===== config.mk =====
export PLATFORM = sky130hd
export DESIGN_NAME = spark_delay_scheduler_unit
export DESIGN_NICKNAME = d
export VERILOG_FILES = /design/src/rtl/sds_pkg.sv /design/src/rtl/sds_div.sv /design/src/rtl/spark_delay_scheduler_unit.sv
export SDC_FILE = /design/constraint.sdc
export NUM_CORES = 2
export LEC_CHECK = 0
export ABC_AREA = 1
export BUFFER_PORTS_ARGS = -buffer_cell sky130_fd_sc_hd__buf_2
export CAP_MARGIN = 30
export CORE_MARGIN = 2
export CORE_UTILIZATION = 55
export CTS_CLUSTER_DIAMETER = 60
export CTS_CLUSTER_SIZE = 10
export DETAILED_ROUTE_END_ITERATION = 16
export PLACE_DENSITY = 0.76
export SLEW_MARGIN = 25
export SYNTH_ARGS = -nofsm -noshare
export SYNTH_HDL_FRONTEND = slang
export SYNTH_SLANG_ARGS = --single-unit

===== constraint.sdc =====
create_clock -name i_clk -period 22.9 [get_ports i_clk]
set_input_delay 4.58 -clock i_clk [delete_from_list [all_inputs] [get_ports i_clk]]
set_output_delay 4.58 -clock i_clk [all_outputs]
set_load 0.005 [all_outputs]

===== src/rtl/sds_pkg.sv =====
`timescale 1ns / 1ps
// shared field widths, constants and item types of the spark delay scheduler
package sds_pkg;

    localparam int ADV_W   = 10;
    localparam int RPM_W   = 14;
    localparam int TOOTH_W = 8;
    localparam int TPD_W   = 24;
    localparam int TEETH_W = 8;
    localparam int CYL_W   = 3;
    localparam int DELAY_W = 24;

    localparam int DEF_CYLINDERS       = 4;
    localparam int DEF_ANGLE_FRAC_BITS = 6;

    localparam int MISSING_TEETH = 2;
    localparam int CYCLE_DEG     = 720;
    localparam int HALF_DEG      = 360;
    localparam int TPD_FRAC_BITS = 8;
    localparam int ADV_ROUND     = 5;
    localparam int ADV_SCALE     = 10;

    localparam int DIV_STEPS = 4;

    localparam logic [DELAY_W-1:0] DELAY_MAX = '1;

    typedef enum logic {
        KIND_SCHEDULED = 1'b0,
        KIND_FALLBACK  = 1'b1
    } t_kind;

    typedef struct packed {
        logic [ADV_W-1:0]   advance_tenths;
        logic [RPM_W-1:0]   engine_rpm;
        logic               crank_pos_ok;
        logic               pattern_locked;
        logic               crank_rev;
        logic [TOOTH_W-1:0] tooth_num;
        logic [TPD_W-1:0]   us_per_deg;
    } t_item;

    typedef struct packed {
        logic [CYL_W-1:0]   cylinder;
        t_kind              command_kind;
        logic [DELAY_W-1:0] countdown_us;
        logic [ADV_W-1:0]   advance_out;
        logic [RPM_W-1:0]   rpm_out;
        logic               last;
    } t_result;

endpackage


===== src/rtl/sds_div.sv =====
`timescale 1ns / 1ps
// pipelined restoring divider for the tooth angle, STEPS quotient bits per stage
module sds_div #(
    parameter int DW    = 23,
    parameter int TW    = 1,
    parameter int STEPS = sds_pkg::DIV_STEPS
) (
    input  logic                    i_clk,
    input  logic                    i_rst_n,
    input  logic                    i_valid,
    input  logic [DW-1:0]           i_dividend,
    input  logic [sds_pkg::TEETH_W:0] i_divisor,
    input  logic [TW-1:0]           i_tag,
    output logic                    o_valid,
    output logic [DW-1:0]           o_quotient,
    output logic [TW-1:0]           o_tag
);
    import sds_pkg::*;

    localparam int VW = TEETH_W + 1;
    localparam int NS = (DW + STEPS - 1) / STEPS;
    localparam int PW = NS * STEPS;

    logic          r_vld [NS];
    logic [VW-1:0] r_rem [NS];
    logic [PW-1:0] r_wrk [NS];
    logic [TW-1:0] r_tag [NS];

    logic          w_src_vld [NS];
    logic [VW-1:0] w_src_rem [NS];
    logic [PW-1:0] w_src_wrk [NS];
    logic [TW-1:0] w_src_tag [NS];

    logic [VW-1:0] n_rem [NS];
    logic [PW-1:0] n_wrk [NS];

    for (genvar s = 0; s < NS; s++) begin : g_src
        if (s == 0) begin : g_first
            assign w_src_vld[s] = i_valid;
            assign w_src_rem[s] = '0;
            assign w_src_wrk[s] = PW'(i_dividend);
            assign w_src_tag[s] = i_tag;
        end else begin : g_next
            assign w_src_vld[s] = r_vld[s-1];
            assign w_src_rem[s] = r_rem[s-1];
            assign w_src_wrk[s] = r_wrk[s-1];
            assign w_src_tag[s] = r_tag[s-1];
        end
    end

    always_comb begin
        logic [VW-1:0] rem_v;
        logic [PW-1:0] wrk_v;
        logic [VW:0]   trial;
        for (int s = 0; s < NS; s++) begin
            rem_v = w_src_rem[s];
            wrk_v = w_src_wrk[s];
            for (int b = 0; b < STEPS; b++) begin
                trial = {rem_v, wrk_v[PW-1]};
                wrk_v = {wrk_v[PW-2:0], 1'b0};
                if (trial >= {1'b0, i_divisor}) begin
                    trial    = trial - {1'b0, i_divisor};
                    wrk_v[0] = 1'b1;
                end
                rem_v = trial[VW-1:0];
            end
            n_rem[s] = rem_v;
            n_wrk[s] = wrk_v;
        end
    end

    always_ff @(posedge i_clk) begin
        if (!i_rst_n) begin
            for (int s = 0; s < NS; s++) begin
                r_vld[s] <= 1'b0;
            end
        end else begin
            for (int s = 0; s < NS; s++) begin
                r_vld[s] <= w_src_vld[s];
            end
        end
    end

    always_ff @(posedge i_clk) begin
        for (int s = 0; s < NS; s++) begin
            r_rem[s] <= n_rem[s];
            r_wrk[s] <= n_wrk[s];
            r_tag[s] <= w_src_tag[s];
        end
    end

    assign o_valid    = r_vld[NS-1];
    assign o_quotient = r_wrk[NS-1][DW-1:0];
    assign o_tag      = r_tag[NS-1];

endmodule


===== src/rtl/spark_delay_scheduler_unit.sv =====
`timescale 1ns / 1ps
// spark delay scheduler top level: one request in, one command per cylinder out
// a new request may enter while earlier ones are still in the pipeline; busy spaces them for the single command lane
// busy is raised after each accepted item and start is ignored while it is high; commands leave on consecutive cycles
// synchronous active-low reset clears all valids, the sequencer and wheel_teeth
module spark_delay_scheduler_unit #(
    parameter int CYLINDERS       = sds_pkg::DEF_CYLINDERS,
    parameter int ANGLE_FRAC_BITS = sds_pkg::DEF_ANGLE_FRAC_BITS
) (
    input  logic                      i_clk,
    input  logic                      i_rst_n,
    input  logic                      start,
    output logic                      busy,
    input  sds_pkg::t_item            i_item,
    input  logic                      i_cfg_valid,
    output logic                      o_cfg_ready,
    input  logic [sds_pkg::TEETH_W-1:0] i_cfg_data,
    output logic                      o_strobe,
    output sds_pkg::t_result          o_result
);
    import sds_pkg::*;

    localparam int     F      = ANGLE_FRAC_BITS;
    localparam int     RW     = $clog2(CYCLE_DEG);
    localparam int     AW     = RW + F;
    localparam longint FULL_L = longint'(CYCLE_DEG) << F;
    localparam longint HALF_L = longint'(HALF_DEG) << F;
    localparam logic [AW-1:0] FULL = AW'(FULL_L);
    localparam int     CW     = (CYLINDERS > 1) ? $clog2(CYLINDERS) : 1;
    localparam int     DW     = $clog2(((longint'(1) << TOOTH_W) - 1) * HALF_L + 1);

    localparam int XW  = ADV_W + F + 1;
    localparam int AK  = XW + 4;
    localparam int AMW = AK - ($clog2(ADV_SCALE) - 1);
    localparam logic [AMW-1:0] AM = AMW'((longint'(1) << AK) / ADV_SCALE);
    localparam int APW = XW + AMW;

    localparam int MXW = DW + 1;
    localparam int YW  = MXW - F;
    localparam int MK  = YW + 10;
    localparam int MMW = MK - (RW - 1);
    localparam logic [MMW-1:0] MM = MMW'((longint'(1) << MK) / CYCLE_DEG);
    localparam int MPW = YW + MMW;

    localparam int PRW = AW + TPD_W;
    localparam int DSH = F + TPD_FRAC_BITS;
    localparam int DLW = PRW - DSH;

    typedef struct packed {
        logic [ADV_W-1:0] adv;
        logic [RPM_W-1:0] rpm;
        logic [TPD_W-1:0] tpd;
        logic             rev;
        logic             sched;
    } t_front;

    localparam int TW = $bits(t_front) + AW;

    typedef struct packed {
        logic [CW-1:0]    idx;
        logic             sched;
        logic [ADV_W-1:0] adv;
        logic [RPM_W-1:0] rpm;
        logic [TPD_W-1:0] tpd;
        logic             last;
    } t_lane;

    logic [AW-1:0] w_tdc [CYLINDERS];
    for (genvar g = 0; g < CYLINDERS; g++) begin : g_tdc
        localparam longint TDC_V = (longint'(g) * FULL_L) / CYLINDERS;
        assign w_tdc[g] = AW'(TDC_V);
    end

    // control
    logic [TEETH_W-1:0] r_teeth;
    logic [CW-1:0]      r_gap;
    logic               w_accept;

    assign busy        = (r_gap != '0);
    assign w_accept    = start && !busy;
    assign o_cfg_ready = 1'b1;

    // front stages
    logic            r_s1_vld, r_s2_vld, r_s3_vld;
    t_front          r_s1_f, r_s2_f, r_s3_f, n_s1_f;
    logic [DW-1:0]   r_s1_div, r_s2_div, r_s3_div;
    logic [XW-1:0]   r_s1_num, r_s2_num;
    logic [APW-1:0]  r_s2_prod;
    logic [AW-1:0]   r_s3_adva, n_s3_adva;
    logic [XW-3-1:0] w_aq;
    logic [XW-1:0]   w_ar;

    always_comb begin
        n_s1_f.adv   = i_item.advance_tenths;
        n_s1_f.rpm   = i_item.engine_rpm;
        n_s1_f.tpd   = i_item.us_per_deg;
        n_s1_f.rev   = i_item.crank_rev;
        n_s1_f.sched = i_item.crank_pos_ok && i_item.pattern_locked && (r_teeth != '0);
    end

    // rounded advance / 10 by reciprocal, one correction step
    assign w_aq      = r_s2_prod[APW-1:AK];
    assign w_ar      = r_s2_num - XW'(w_aq) * XW'(ADV_SCALE);
    assign n_s3_adva = AW'(w_aq) + AW'(w_ar >= XW'(ADV_SCALE));

    // tooth divider
    logic          w_div_vld;
    logic [DW-1:0] w_div_quo;
    logic [TW-1:0] w_div_tag;
    t_front        w_div_f;
    logic [AW-1:0] w_div_adva;

    sds_div #(
        .DW    (DW),
        .TW    (TW),
        .STEPS (DIV_STEPS)
    ) u_div (
        .i_clk      (i_clk),
        .i_rst_n    (i_rst_n),
        .i_valid    (r_s3_vld),
        .i_dividend (r_s3_div),
        .i_divisor  ({1'b0, r_teeth} + (TEETH_W + 1)'(MISSING_TEETH)),
        .i_tag      ({r_s3_f, r_s3_adva}),
        .o_valid    (w_div_vld),
        .o_quotient (w_div_quo),
        .o_tag      (w_div_tag)
    );

    assign w_div_f    = w_div_tag[TW-1:AW];
    assign w_div_adva = w_div_tag[AW-1:0];

    // crank angle mod 720 degrees
    logic            r_m1_vld, r_m2_vld, r_m3_vld;
    t_front          r_m1_f, r_m2_f, r_m3_f;
    logic [AW-1:0]   r_m1_adva, r_m2_adva, r_m3_adva;
    logic [MXW-1:0]  r_m1_x;
    logic [YW-1:0]   r_m2_y;
    logic [F-1:0]    r_m2_lo;
    logic [MPW-1:0]  r_m2_prod;
    logic [AW-1:0]   r_m3_cur;
    logic [MPW-MK-1:0] w_mq;
    logic [YW-1:0]   w_mr, w_mr2;

    assign w_mq  = r_m2_prod[MPW-1:MK];
    assign w_mr  = r_m2_y - YW'(w_mq) * YW'(CYCLE_DEG);
    assign w_mr2 = (w_mr >= YW'(CYCLE_DEG)) ? (w_mr - YW'(CYCLE_DEG)) : w_mr;

    // command sequencer
    t_front        r_h_f;
    logic [AW-1:0] r_h_adva, r_h_cur;
    logic          r_act;
    logic [CW-1:0] r_idx;

    // command lane
    logic          r_l1_vld, r_l2_vld, r_l3_vld, r_l4_vld;
    t_lane         r_l1, r_l2, r_l3, r_l4, n_l1;
    logic [AW-1:0] r_l1_adva, r_l1_cur, r_l2_spark, r_l2_cur, r_l3_dist;
    logic [AW-1:0] n_spark, n_dist, w_tdc_c;
    logic [PRW-1:0] r_l4_prod;
    logic [DLW-1:0] w_dl;
    logic [DELAY_W-1:0] w_sat;
    logic          r_out_vld;
    t_result       r_out, n_out;

    always_comb begin
        n_l1.idx   = r_idx;
        n_l1.sched = r_h_f.sched;
        n_l1.adv   = r_h_f.adv;
        n_l1.rpm   = r_h_f.rpm;
        n_l1.tpd   = r_h_f.tpd;
        n_l1.last  = (r_idx == CW'(CYLINDERS - 1));
    end

    assign w_tdc_c = w_tdc[r_l1.idx];
    assign n_spark = (w_tdc_c >= r_l1_adva) ? (w_tdc_c - r_l1_adva)
                                            : (w_tdc_c + FULL - r_l1_adva);
    assign n_dist  = (r_l2_spark >= r_l2_cur) ? (r_l2_spark - r_l2_cur)
                                              : (r_l2_spark + FULL - r_l2_cur);

    assign w_dl  = r_l4_prod[PRW-1:DSH];
    assign w_sat = (w_dl > DLW'(DELAY_MAX)) ? DELAY_MAX : w_dl[DELAY_W-1:0];

    always_comb begin
        n_out.cylinder     = CYL_W'(r_l4.idx) + CYL_W'(1);
        n_out.command_kind = r_l4.sched ? KIND_SCHEDULED : KIND_FALLBACK;
        n_out.countdown_us = r_l4.sched ? w_sat : '0;
        n_out.advance_out  = r_l4.sched ? '0 : r_l4.adv;
        n_out.rpm_out      = r_l4.rpm;
        n_out.last         = r_l4.last;
    end

    always_ff @(posedge i_clk) begin
        if (!i_rst_n) begin
            r_teeth   <= '0;
            r_gap     <= '0;
            r_s1_vld  <= 1'b0;
            r_s2_vld  <= 1'b0;
            r_s3_vld  <= 1'b0;
            r_m1_vld  <= 1'b0;
            r_m2_vld  <= 1'b0;
            r_m3_vld  <= 1'b0;
            r_act     <= 1'b0;
            r_idx     <= '0;
            r_l1_vld  <= 1'b0;
            r_l2_vld  <= 1'b0;
            r_l3_vld  <= 1'b0;
            r_l4_vld  <= 1'b0;
            r_out_vld <= 1'b0;
        end else begin
            if (i_cfg_valid && o_cfg_ready) begin
                r_teeth <= i_cfg_data;
            end
            if (w_accept) begin
                r_gap <= CW'(CYLINDERS - 1);
            end else if (r_gap != '0) begin
                r_gap <= r_gap - CW'(1);
            end
            r_s1_vld <= w_accept;
            r_s2_vld <= r_s1_vld;
            r_s3_vld <= r_s2_vld;
            r_m1_vld <= w_div_vld;
            r_m2_vld <= r_m1_vld;
            r_m3_vld <= r_m2_vld;
            if (r_m3_vld) begin
                r_act <= 1'b1;
                r_idx <= '0;
            end else if (r_act) begin
                if (r_idx == CW'(CYLINDERS - 1)) begin
                    r_act <= 1'b0;
                end
                r_idx <= r_idx + CW'(1);
            end
            r_l1_vld  <= r_act;
            r_l2_vld  <= r_l1_vld;
            r_l3_vld  <= r_l2_vld;
            r_l4_vld  <= r_l3_vld;
            r_out_vld <= r_l4_vld;
        end
    end

    always_ff @(posedge i_clk) begin
        r_s1_f    <= n_s1_f;
        r_s1_div  <= DW'(i_item.tooth_num) * DW'(HALF_L);
        r_s1_num  <= (XW'(i_item.advance_tenths) << F) + XW'(ADV_ROUND);
        r_s2_f    <= r_s1_f;
        r_s2_div  <= r_s1_div;
        r_s2_num  <= r_s1_num;
        r_s2_prod <= APW'(r_s1_num) * APW'(AM);
        r_s3_f    <= r_s2_f;
        r_s3_div  <= r_s2_div;
        r_s3_adva <= n_s3_adva;

        r_m1_f    <= w_div_f;
        r_m1_adva <= w_div_adva;
        r_m1_x    <= MXW'(w_div_quo) + (w_div_f.rev ? MXW'(HALF_L) : '0);
        r_m2_f    <= r_m1_f;
        r_m2_adva <= r_m1_adva;
        r_m2_y    <= r_m1_x[MXW-1:F];
        r_m2_lo   <= r_m1_x[F-1:0];
        r_m2_prod <= MPW'(r_m1_x[MXW-1:F]) * MPW'(MM);
        r_m3_f    <= r_m2_f;
        r_m3_adva <= r_m2_adva;
        r_m3_cur  <= {w_mr2[RW-1:0], r_m2_lo};

        if (r_m3_vld) begin
            r_h_f    <= r_m3_f;
            r_h_adva <= r_m3_adva;
            r_h_cur  <= r_m3_cur;
        end

        r_l1       <= n_l1;
        r_l1_adva  <= r_h_adva;
        r_l1_cur   <= r_h_cur;
        r_l2       <= r_l1;
        r_l2_spark <= n_spark;
        r_l2_cur   <= r_l1_cur;
        r_l3       <= r_l2;
        r_l3_dist  <= n_dist;
        r_l4       <= r_l3;
        r_l4_prod  <= PRW'(r_l3_dist) * PRW'(r_l3.tpd);
        r_out      <= n_out;
    end

    assign o_strobe = r_out_vld;
    assign o_result = r_out;

    a_gap_after_accept: assert property (@(posedge i_clk) disable iff (!i_rst_n)
        (w_accept && CYLINDERS > 1) |=> busy)
        else $error("busy not raised after an accepted item");

    a_run_continues: assert property (@(posedge i_clk) disable iff (!i_rst_n)
        (o_strobe && !o_result.last) |=> o_strobe)
        else $error("command run broken before its last command");

    a_run_restarts: assert property (@(posedge i_clk) disable iff (!i_rst_n)
        (o_strobe && o_result.last) |=> (!o_strobe || o_result.cylinder == CYL_W'(1)))
        else $error("new command run does not start at the first cylinder");

    a_last_cylinder: assert property (@(posedge i_clk) disable iff (!i_rst_n)
        (o_strobe && o_result.last) |-> (o_result.cylinder == CYL_W'(CYLINDERS)))
        else $error("last flag on the wrong cylinder");

endmodule


; Yosys cells after proc, flatten, opt, wreduce, memory -nomap -nowiden
; Memories as Yosys holds them, arrays and structs flattened. A register that Yosys moved wholly into a read port is not among the register bits.
; Cells that the tools add are included.
[totals]
ff_bits = 1033
latch_bits = 0
ramBits = 600
rom_bits = 0
input_bits = 71
out_inout_bits = 56
elab_cells = 265
mem_count = 4
[mem_list]
columns = name, depth, width, read_ports, rd_ports_with_merged_regs, write_ports, line_no
row1 = u_div.r_tag, 6, 66, 6, 0, 6, sds_div.sv:27  ; logic [TW-1:0] r_tag [NS];
row2 = u_div.r_wrk, 6, 24, 6, 0, 6, sds_div.sv:26  ; logic [PW-1:0] r_wrk [NS];
row3 = u_div.r_rem, 6, 9, 5, 0, 6, sds_div.sv:25  ; logic [VW-1:0] r_rem [NS];
row4 = u_div.r_vld, 6, 1, 6, 1, 6, sds_div.sv:24  ; logic r_vld [NS];
[classes]
n_addsub = 40
multipliers = 6
div = 0
order_cmp = 30
eq_ne = 1
shifts = 0
muxes = 70
n_bitwise = 8
reduce_logical = 9
[ops]
columns = operator, n
row1 = 10-bit by 9-bit greater-or-equal comparator with 1-bit output, 23
row2 = 9-bit 2-to-1 mux, 24
row3 = 9-bit subtractor, 23
row4 = 16-bit 2-to-1 mux, 4
row5 = 16-bit subtractor, 4
row6 = 16-bit by 24-bit multiplier with 40-bit output, 1
row7 = 18-bit by 19-bit multiplier with 37-bit output (second input constant), 1
row8 = 1-bit 2-to-1 mux, 36
row9 = 17-bit by 18-bit multiplier with 35-bit output (second input constant), 1
row10 = 16-bit adder (second input constant), 2
row11 = 16-bit binary-select mux with 2-bit select, 1
row12 = 16-bit greater-or-equal comparator, 2
row13 = 26-bit by 24-bit greater-than comparator with 1-bit output (second input constant), 1
row14 = 23-bit by 15-bit adder with 24-bit output, 1
row15 = 24-bit 2-to-1 mux, 1
row16 = 18-bit by 10-bit greater-or-equal comparator with 1-bit output (second input constant), 1
row17 = 18-bit subtractor, 1
row18 = 16-bit by 3-bit adder with 17-bit output (second input constant), 1
row19 = 17-bit by 4-bit greater-or-equal comparator with 1-bit output (second input constant), 1
row20 = 17-bit subtractor, 1
row21 = 14-bit by 3-bit multiplier with 16-bit output (second input constant), 1
row22 = 14-bit by 1-bit adder with 15-bit output, 1
row23 = 15-bit 2-to-1 mux, 1
row24 = 8-bit by 6-bit multiplier with 14-bit output (second input constant), 1
row25 = other kinds (20), 30

; Longest topological paths before layout
[depth]
word_depth = 9
mapped_depth = 59
mapped_depth_nobuf = 57

; By module
; A second synthesis with hierarchy kept.
[unflattened]
hier_cells = 7602
hier_area_um2 = 72838.6
[modules_own_cells]
columns = module, instances, cells_each, area_each_um2, seq_area_each_um2
row1 = spark_delay_scheduler_unit, 1, 4997, 48684.2, 19568.8
row2 = sds_div, 1, 2605, 24154.4, 11711.2

; Least setup slack after synthesis
; OpenSTA, ideal clock, no wires.
[synth_path]
path_type = register to register
from = reg r_teeth[1]
to = mem u_div.r_rem[3][5] in the netlist's numbering
setup_time_ns = 0.059
t_arrival_ns = 8.803
required_time_ns = 22.841
setup_slack_ns = 14.038
stages_incl_launch_ff = 51
n_path_buf = 3
period_less_slack_ns = 8.862
path_cell_list = dfxtp_1 nand3_1 nor2_2 nand3_1 ha_1 inv_1 or2_2 nor2_1 nand4_1 nor2_1 nand2_1 nand2_1 inv_2 nand2_4 buf_2 nor2_1 a21oi_1 ha_1 (+15 left out) o211ai_1 inv_1 nand3_4 inv_1 clkbuf_1 nand2_1 o21ai_0 inv_1 fa_1 o21ai_0 inv_1 nor2_2 nand2_1 nand2_2 nand2_4 nand2_4 nand2_1 nand2_1
[synth_rtl]
columns = element, line_no
row1 = start: declaration, spark_delay_scheduler_unit.sv:75  ; logic [TEETH_W-1:0] r_teeth;
row2 = start signal: assignment, spark_delay_scheduler_unit.sv:211  ; r_teeth <= i_cfg_data;
row3 = end: declaration, sds_div.sv:25

==> metrics.md <==
| Metric | Value |
|---|---|
| Slowest-stage cell, CP | sky130_fd_sc_hd__inv_1 |
| Final-report setup violation count | 0 |
| Initial DRC count | roughly 2.5k |
| Placed Instances | approximately 8.4k |
| Number of library cell types mapped by synthesis | 63 |
| Number of maximum-capacitance constraint violations | 0 |
| Clk_skew | between 70 and 80 ps |
| Clock tree from TritonCTS | yes |
| Data arrival at the endpoint of the critical path | 9940 ps |
| DR WL/cell | between 15 and 20 µm |
| CP Launch Type | flop |
| Fraction of post-synthesis cell area in the top cell type by area | between 40% and 50% |
| Last weighted congestion value of the routability-driven placer | ~0.9 |
| Worst Tran Pin Value | ~1100 ps |
| Worst Path Buf+Inv | 8 |
| Total number of clock tree sinks | 1472 |
| Post-detailed-route DRC marker count | 0 |
| Post-cts repair resize count | 0 |
| Status | finished, final reports clean |
| Main synth FF type | sky130_fd_sc_hd__dfxtp_1 |
| Area enclosed by the die boundary | approximately 0.13 mm² |
| Floorplan row count | roughly 130 |
| Fin. Hold Viols | 0 |
| Maximum frequency from static timing analysis | about 0.11 GHz |
| Post-route non-filler standard cell count | slightly below 9k |
| Worst Path Required | between 20000 and 25000 ps |
| I/O Pins | 127 |
| Setup slack after placement | around 14000 ps |
| Final antenna-violating net count | 0 |
| Top cell family by delay on the critical path | simple AND/OR/NAND/NOR gates |
| Part of the cycle the worst path needs | about 40% |
| Number of buffers inserted during clock tree synthesis | 177 |
| Clk_lat worst skew | about 800 ps |
| Fraction of the yosys area taken by sequential cells | between 40 and 50% |
| List of most frequent post-synthesis cells | sky130_fd_sc_hd__dfxtp_1, sky130_fd_sc_hd__inv_1, sky130_fd_sc_hd__nand2_1 |
| Largest stage delay on the critical path | just over 500 ps |
| Total iterations of the first detailed-routing run | 6 |
| Largest net degree at the start of global routing | 47 |
| Wire length of the first global-routing pass | around 220000 µm |
| Starting density of the core | a little under three fifths |
| Worst min-delay path category | reg2reg |
| Synthesized cell area | approximately 0.068 mm² |
| CP Class | reg2reg |
| Largest cells by area after synthesis | sky130_fd_sc_hd__dfxtp_1, sky130_fd_sc_hd__fa_1, sky130_fd_sc_hd__ha_1 |
| Largest fanout on the critical path | 14 |
| GRT Total Usage | a little over a fifth |
| Number of pins exceeding their max-slew limit in the final report | 0 |
| Final Util | approximately three fifths |
| Final setup TNS | 0 ps |
| Reg clk slew, reported paths | 60 ps |
| Most common cell in the synthesized netlist | sky130_fd_sc_hd__dfxtp_1 |
| Share of final-layout standard cells stronger than drive strength 1 | 7.55% |
| Type of destination of the critical path | flop |
| Number of global-route vias before repair | roughly 46k |
| Avg Inst Size Synth | approximately 10 µm² |
| Count of yosys warnings during synthesis | 0 |
| DPL Wire Length | approximately 100000 µm |
| Final min period | 9260 ps |
| Post-detailed-route via-to-cell ratio | between 5 and 6 |
| CTS Hold Bufs | 0 |
| Number of H-tree branching levels | 4 |
| Overall overflow remaining after global route | 0 |
| Synthesis-stage register bit count | approximately 1.5k |
| Relative slew margins | between 20% and 30% |
| Post-synth net total | ~8.0k |
| Cell occurring most often along the worst timing path | sky130_fd_sc_hd__nand2_1 |
| Die span in y | around 360 µm |
| Number of antenna violations at the first check in global routing | 0 |
| Number of I/O port buffers | between 100 and 150 |
| Clock root cell | sky130_fd_sc_hd__clkbuf_16 |
| Setup repair after global routing missed its margin | false |
| Post-layout nets | approximately 8k |
| Horizontal die dimension | roughly 360 µm |
| Number of instances in the synthesized netlist | between 6k and 7k |
| Standard cell core area | approximately 0.12 mm² |
| Post-synthesis cell type with the largest combined area | sky130_fd_sc_hd__dfxtp_1 |
| Number of synthesized flops with an enable pin | 80 |
| N_diodes | 0 |
| Setup slack of the critical path after layout | ~14000 ps |
| Total Wirelength | 135000 µm |
| Fraction of registers with async set or reset after synthesis | 0% |
| Routed via count | approximately 44k |
| Area growth syn-to-layout | 11.4% |
| Post CTS Setup Buffer Count | 0 |
| CTS Buffer Depth | 3 |
[worst paths after layout]
check | from | to | slack (ps) | cells past startpoint
worst max-delay path | r_teeth[2] | u_div.r_rem[4][2] | 13640 | 51
worst min-delay path | u_div.r_tag[3][20] | u_div.r_tag[4][20] | 270 | 0
worst max register to register | r_teeth[2] | u_div.r_rem[4][2] | 13640 | 51
worst min register to register | u_div.r_tag[3][20] | u_div.r_tag[4][20] | 270 | 0
[state kept, by name, summed over array words and instances, names as in the netlist, 16 cells and up]
register / count
r_l2_cur: 16
r_m1_f: 49
n_l1: 49
r_m2_y: 17
r_m3_f: 49
r_h_cur: 16
r_m1_x: 24
r_l1_cur: 16
u_div.r_tag: 390
r_s1_f: 40
u_div.r_rem: 45
r_m3_cur: 16
r_l2: 52
r_s2_f: 50
r_m2_f: 49
r_l3: 52
u_div.r_wrk: 99
o_result: 53
r_l3_dist: 16
r_l2_spark: 16
r_l1: 52
r_s3_f: 50
r_l4_prod: 26
[cell usage in the layout, fill, tap and decap left out, types with 38 or more instances in the layout]
cell,n
sky130_fd_sc_hd__clkbuf_16,177
sky130_fd_sc_hd__buf_2,125
sky130_fd_sc_hd__nand4_1,38
sky130_fd_sc_hd__nand3_1,211
sky130_fd_sc_hd__nand2_1,1175
sky130_fd_sc_hd__xnor2_1,85
sky130_fd_sc_hd__a21oi_1,290
sky130_fd_sc_hd__nand2_2,63
sky130_fd_sc_hd__o21ai_0,221
sky130_fd_sc_hd__inv_1,1210
sky130_fd_sc_hd__fa_1,482
sky130_fd_sc_hd__dfxtp_1,1389
sky130_fd_sc_hd__edfxtp_1,80
sky130_fd_sc_hd__xor2_1,206
sky130_fd_sc_hd__ha_1,669
sky130_fd_sc_hd__nor2_1,219
sky130_fd_sc_hd__clkbuf_1,50
[layer usage]
layer	GRT usage (%)	part of all wire, %
met4	8.80	3.7
met1	26.3	41
met2	39.1	50
met5	0	0
met3	3.75	5.0
[area by class of cell]
type / count / area, µm²
inverters: 1229 / 4620
clock buffers: 233 / 4700
well taps: 1625 / 2030
multi-input cells: 3963 / 32400
repair buffers: 157 / 866
fillers: 9852 / 46600
flip-flops and latches: 1472 / 30300
clock inverters: 33 / 573
[cell families (layout without fill, tap and decap cells)]
family	Yosys count	count (layout)	share of synthesized area, %
flops	1472	1472	44.7
simple gates	1837	1837	11.7
mux	1	1	0.0148
fa+ha+maj	1151	1151	26.6
xor+xnor	291	291	3.76
other cells	1	1	0.00553
buf+inv	1342	1652	7.53
compound gates	682	682	5.69
[through the flow]
step | hold slack (ps) | cell area (µm²)
floorplan | 310 | 67800
global placement | 309 | 70200
detailed placement | 312 | 70200
CTS | 255 | 75500
global route | 272 | 75500
finish | 269 | 75500
Power is left out: the tool's default activity adds up to more than one toggle a clock period on the data nets, which glitch-free logic cannot reach.
